--- config.mk ---
export PLATFORM = sky130hd
export DESIGN_NAME = gbi_mac
export DESIGN_NICKNAME = d
export VERILOG_FILES = /design/src/hdl/gbi_pkg.sv /design/src/hdl/gbi_mac.sv
export SDC_FILE = /design/constraint.sdc
export NUM_CORES = 2
export LEC_CHECK = 0
export BUFFER_PORTS_ARGS = -buffer_cell sky130_fd_sc_hd__buf_2
export CORE_AREA = 2 2 358 272
export CTS_CLUSTER_SIZE = 30
export DETAILED_ROUTE_END_ITERATION = 12
export DIE_AREA = 0 0 360 274
export PLACE_DENSITY = 0.65
export SETUP_SLACK_MARGIN = 0.5
export SYNTH_ARGS = -nofsm -noshare
export SYNTH_HDL_FRONTEND = slang
export SYNTH_SLANG_ARGS = --single-unit
--- constraint.sdc ---
create_clock -name aclk -period 9.1 [get_ports aclk]
set_input_delay 0.91 -clock aclk [delete_from_list [all_inputs] [get_ports aclk]]
set_output_delay 0.91 -clock aclk [all_outputs]
set_load 0.02 [all_outputs]
--- src/hdl/gbi_pkg.sv ---
// shared types and constants of the grid bilinear interpolator
`default_nettype none

package gbi_pkg;

    // grid size defaults
    localparam int MAX_ROWS_DEF = 64;
    localparam int MAX_COLS_DEF = 64;

    // field widths
    localparam int DATA_W     = 32;
    localparam int IDX_W      = 6;
    localparam int CNT_W      = 7;
    localparam int CFG_IDX_W  = 3;
    localparam int FRAC_W     = 16;
    localparam int S_TDATA_W  = 112;
    localparam int M_TDATA_W  = 32;

    // shared multiplier and accumulator widths
    localparam int MUL_A_W = 34;
    localparam int MUL_B_W = 33;
    localparam int PROD_W  = MUL_A_W + MUL_B_W;
    localparam int ACC_W   = PROD_W;
    localparam int OFS_W   = 33;
    localparam int RES_W   = 36;

    // weight of one full grid step in Q1.16
    localparam logic [FRAC_W:0] ONE_Q16 = 17'h10000;

    // command codes
    localparam logic CMD_WRITE = 1'b0;
    localparam logic CMD_QUERY = 1'b1;

    // configuration register indexes
    localparam logic [CFG_IDX_W-1:0] REG_X_ORIGIN   = 3'd0;
    localparam logic [CFG_IDX_W-1:0] REG_X_END      = 3'd1;
    localparam logic [CFG_IDX_W-1:0] REG_X_INV_STEP = 3'd2;
    localparam logic [CFG_IDX_W-1:0] REG_Y_ORIGIN   = 3'd3;
    localparam logic [CFG_IDX_W-1:0] REG_Y_END      = 3'd4;
    localparam logic [CFG_IDX_W-1:0] REG_Y_INV_STEP = 3'd5;
    localparam logic [CFG_IDX_W-1:0] REG_ROWS_USED  = 3'd6;
    localparam logic [CFG_IDX_W-1:0] REG_COLS_USED  = 3'd7;

    typedef enum logic [3:0] {
        ST_IDLE,
        ST_RANGE,
        ST_TX,
        ST_TY,
        ST_WGT,
        ST_CELL,
        ST_SUM,
        ST_RND,
        ST_OUT
    } gbi_state_t;

    typedef struct packed {
        logic acc_clr;
        logic acc_add;
    } gbi_mac_ctrl_t;

endpackage

`default_nettype wire

--- src/hdl/gbi_mac.sv ---
// shared signed multiplier with registered product and accumulator
`default_nettype none

module gbi_mac (
    input  wire logic                                aclk,
    input  wire gbi_pkg::gbi_mac_ctrl_t              ctrl,
    input  wire logic signed [gbi_pkg::MUL_A_W-1:0]  op_a,
    input  wire logic signed [gbi_pkg::MUL_B_W-1:0]  op_b,
    output logic signed [gbi_pkg::PROD_W-1:0]        prod,
    output logic signed [gbi_pkg::ACC_W-1:0]         acc
);

    logic signed [gbi_pkg::PROD_W-1:0] prod_reg;
    logic signed [gbi_pkg::ACC_W-1:0]  acc_reg;
    logic signed [gbi_pkg::ACC_W-1:0]  acc_next;

    always_comb begin
        if (ctrl.acc_clr) begin
            acc_next = '0;
        end else if (ctrl.acc_add) begin
            acc_next = acc_reg + prod_reg;
        end else begin
            acc_next = acc_reg;
        end
    end

    always_ff @(posedge aclk) begin
        prod_reg <= op_a * op_b;
        acc_reg  <= acc_next;
    end

    assign prod = prod_reg;
    assign acc  = acc_reg;

endmodule

`default_nettype wire

==> Word level (Yosys, flattened, before mapping) <==
Cells that the tools add are included.
{ "totals": {"register_bits": 134} }
{ "op_classes": {"n_addsub": 1, "n_mul": 1} }
{ "op_table": {"columns": ["operator", "n"], "rows": [
  ["67-bit adder", 1],
  ["34-bit by 33-bit multiplier with 67-bit output", 1]
]} }

==> Logic depth before layout (Yosys ltp) <==
{ "logic_depth": {"depth_word": 1, "ltp_mapped": 30, "mapped_depth_nobuf": 29} }

==> Worst setup path before layout <==
Ideal clock, no wire load.
{ "synth_timing": {"path_kind": "input to register", "from": "input op_a[33] (netlist name)", "to": "register prod_reg (netlist bit prod[66])", "setup_ps": 72, "arrival_time_ps": 8279, "path_slack_ps": 749, "path_stages": 27, "path_buffers": 1, "cell_sequence": "clkbuf_1 nand2_1 inv_1 fa_1 fa_1 fa_1 inv_1 fa_1 inv_1 fa_1 fa_1 fa_1 inv_1 fa_1 inv_1 ha_1 a21oi_1 o21ai_0 a21oi_1 nor2b_1 o21ai_0 nor4b_1 o211ai_1 o211ai_1 o21ai_0 a21oi_1 xnor2_1"} }
{ "synth_between": {"elab_chain_len": 1} }
{ "synth_rtl": {"columns": ["item", "line_no", "text"], "rows": [
  ["start: declaration", "gbi_mac.sv:7", "input wire logic signed [gbi_pkg::MUL_A_W-1:0] op_a,"],
  ["34-bit by 33-bit multiplier with 67-bit output", "gbi_mac.sv:28", "prod_reg <= op_a * op_b;"],
  ["end signal: assignment", "gbi_mac.sv:28", null],
  ["end: declaration", "gbi_mac.sv:13", "logic signed [gbi_pkg::PROD_W-1:0] prod_reg;"]
]} }
No other way between the ends.
A chain may end at the register's enable or synchronous reset.

==> Final worst setup path <==
{ "layout_timing": {"from": "input op_a[18] (netlist name)", "to": "register prod_reg (netlist bit prod[53])"} }
The elaborated chain is that of the path after synthesis.

==> impl_metrics.ini <==
[grt]
busiest_layer = met2
grt_pass1_vias = 38300
grtUsageMet3_pct = 3.78
met2_usage_pct = 46.7
grt_pass1_wl_um = 212000
antenna_found_initial = 18
use_met1_pct = 36.2
grt-ovfl-total = 0
track_usage_pct = 27.6
grt_max_degree = 55

[clocking]
cts_hold_buf = 0
cts_setup_buffers = 0
clock_sinks = 134
root_buffer = clkbuf_16
cts_buffers = 25
cts_tree = done
cts_resized = 0
clk_path_buf_depth = 3
clk-insertion-delay-late_ns = 0.49
htreeDepth = 4
clk_pin_slew_worst_paths_ns = 0.05

[final_layout]
drive_above_1_share_pct = 7.71
area_delta_synth_final_pct = 7.39
seqCellArea_mm2 = 0.00268
multi_input_area_mm2 = 0.0392
fill_cells = 8919
nNetsFinal = 6795

[synth]
synth_edf_count = 0
yosysUniqueCellTypes = 79
syn_area_mm2 = 0.0472
async_flop_share_pct = 0
syn_nets = 6682
syn_avg_cell_area_um2 = 9.17
synth-seq-cells = 134
yosysWarningCount = 0
ys_seq_area_share_pct = 5.68
ys.flop_type = dfxtp_1
synthCells = 5150

[sta]
finalClockSkew_ns = 0.0211
period_share_pct = 91.9
rsz0062_at_grt = true
timing.fmax_ghz = 0.120
worstMarginPinSlew_ns = 0.877
fin_setup_tns_ns = 0
setup_viol = 0
relSlewSlack_pct = 41.5
drv_slew = 0
hold_slack_ns = 0.486
post-route-min-period_ns = 8.36
hold_viol = 0

[critical_path]
crit_type = input pin to flip-flop
endpoint_kind = flip-flop
cp-endpoint = prod[53]
reg2reg_slack_ns = 5.18
critPathArrivalTime_ns = 8.73
crit_required_ns = 9.47
worstPathMaxFanout = 21
r2r_end = acc[66]
crit_start = op_a[18]
critPathLaunchType = input pin
worstRegToRegCells = 14
timing.rr.start = acc[0]

[hold_path]
min-delay-start = acc[38]
hp-class = flip-flop to flip-flop

[routing]
drtIter0Drc = 2464
wl_per_cell_um = 19.8
drc = 0
first_pass_iters = 6
avgViaCountPerCell = 5.32
vias = 34800
routed_wirelength_um = 130000
drtAntennaViolNets = 0

[job]
drv_cap = 0

[floorplanning]
start_util_pct = 49.3
fp.dieH_um = 274
die_w_um = 360
rows = 99
core_area_mm2 = 0.0958
ios = 204
dieArea_mm2 = 0.0986

[placement]
hpwl_um = 110000
gp_congestion = 0.941
io_buffer_count = 203

[outcome]
status = finished clean
==> layout make-up <==
cell class                 count  area share [%]
multi-input combinational   3586            77.2
inverter                    1171            8.67
sequential                   134            5.29
timing repair buffer         345            4.27
tap                         1262            3.11
clock buffer                  31            1.34
antenna                       13          0.0642
clock inverter                 1         0.00987
==> placed cells by master, fill, tap and decap left out, drive strengths merged, types with 27 or more instances in the layout <==
| cell type | n |
|---|---|
| fa | 1177 |
| inv | 1171 |
| nand2 | 631 |
| and2 | 572 |
| buf | 332 |
| ha | 285 |
| nor2 | 135 |
| dfxtp | 134 |
| a21oi | 133 |
| o21ai | 97 |
| xnor2 | 76 |
| a21o | 69 |
| xor2 | 50 |
| clkbuf | 44 |
| mux2i | 41 |
| nand3 | 29 |
| o21bai | 28 |
| nand2b | 27 |
| nand4 | 27 |
==> worst min-delay path by stage <==
stage                    to  slack [ns]  depth (start not counted)
global placement    acc[38]        0.48                          2
detailed placement  acc[38]        0.48                          2
CTS                 acc[38]        0.49                          2
global route        acc[35]        0.53                          2
floorplan           acc[21]        0.54                          2
finish              acc[38]        0.49                          2
==> Yosys cell counts, drive strengths merged (22+ instances only) <==
library cell  instances  share of area (%)
mux2i                41               0.87
inv                1171                9.3
nand3                29               0.32
nand2               631                5.0
dfxtp               134                5.7
xor2                 50               0.93
o21ai                97                1.0
nor2                135                1.1
fa                 1177                 50
clkbuf              242                1.9
a21o                 69                1.1
nand2b               27               0.36
ha                  285                7.6
xnor2                76                1.4
o21bai               28               0.45
a21oi               133                1.4
a211oi               22               0.38
nand4                27               0.40
and2                572                7.6
==> cells by family (layout without fill, tap and decap cells) <==
logic type / count (synthesis) / after routing / share of synthesized area (%)
simple gates: 1502 / 1502 / 15.9
fa+ha+maj: 1462 / 1462 / 57.5
buf+inv: 1430 / 1548 / 11.5
compound gates: 454 / 454 / 6.29
flops: 134 / 134 / 5.68
xor+xnor: 126 / 126 / 2.34
mux: 42 / 42 / 0.893
other cells: 0 / 13 / 0
==> worst max-delay path: stages <==
cell and delay [ns]:
buf_2 0.45, nand2_1 0.18, fa_1 0.48, fa_1 0.51
inv_1 0.05, fa_1 0.50, inv_1 0.06, fa_1 0.50
fa_1 0.52, inv_1 0.06, fa_1 0.49, fa_1 0.51
inv_1 0.05, fa_1 0.50, inv_1 0.06, ha_1 0.34
a21oi_1 0.18, o21ai_0 0.14, a221oi_1 0.30, buf_4 0.18
nand2_1 0.11, or2_2 0.31, a211o_1 0.28, o211ai_1 0.17
o21ai_1 0.20, a2111oi_2 0.40, a21oi_1 0.09, xor2_1 0.16
==> metrics by stage <==
stage / std cells / cell area [um2] / worst slack [ns] / utilization, %
floorplan: 5150 / 47200 / 0.749 / -
global placement: 6498 / 49900 / 0.157 / 52.1
detailed placement: 6498 / 49900 / 0.0736 / 52.1
CTS: 6530 / 50600 / 0.559 / 52.8
global route: 6539 / 50700 / 0.403 / 52.9
finish: 6543 / 50700 / 0.737 / 53.0
==> routing by layer <==
layer  part of all wire [%]  vias to the layer above
met5                  0.019                        -
met4                    4.7                        6
met3                    5.9                      266
met2                     48                     1139
met1                     42                    18000
li1                       -                    15400
Power is left out: the tool's default activity adds up to more than one toggle a clock period on the data nets, which glitch-free logic cannot reach.
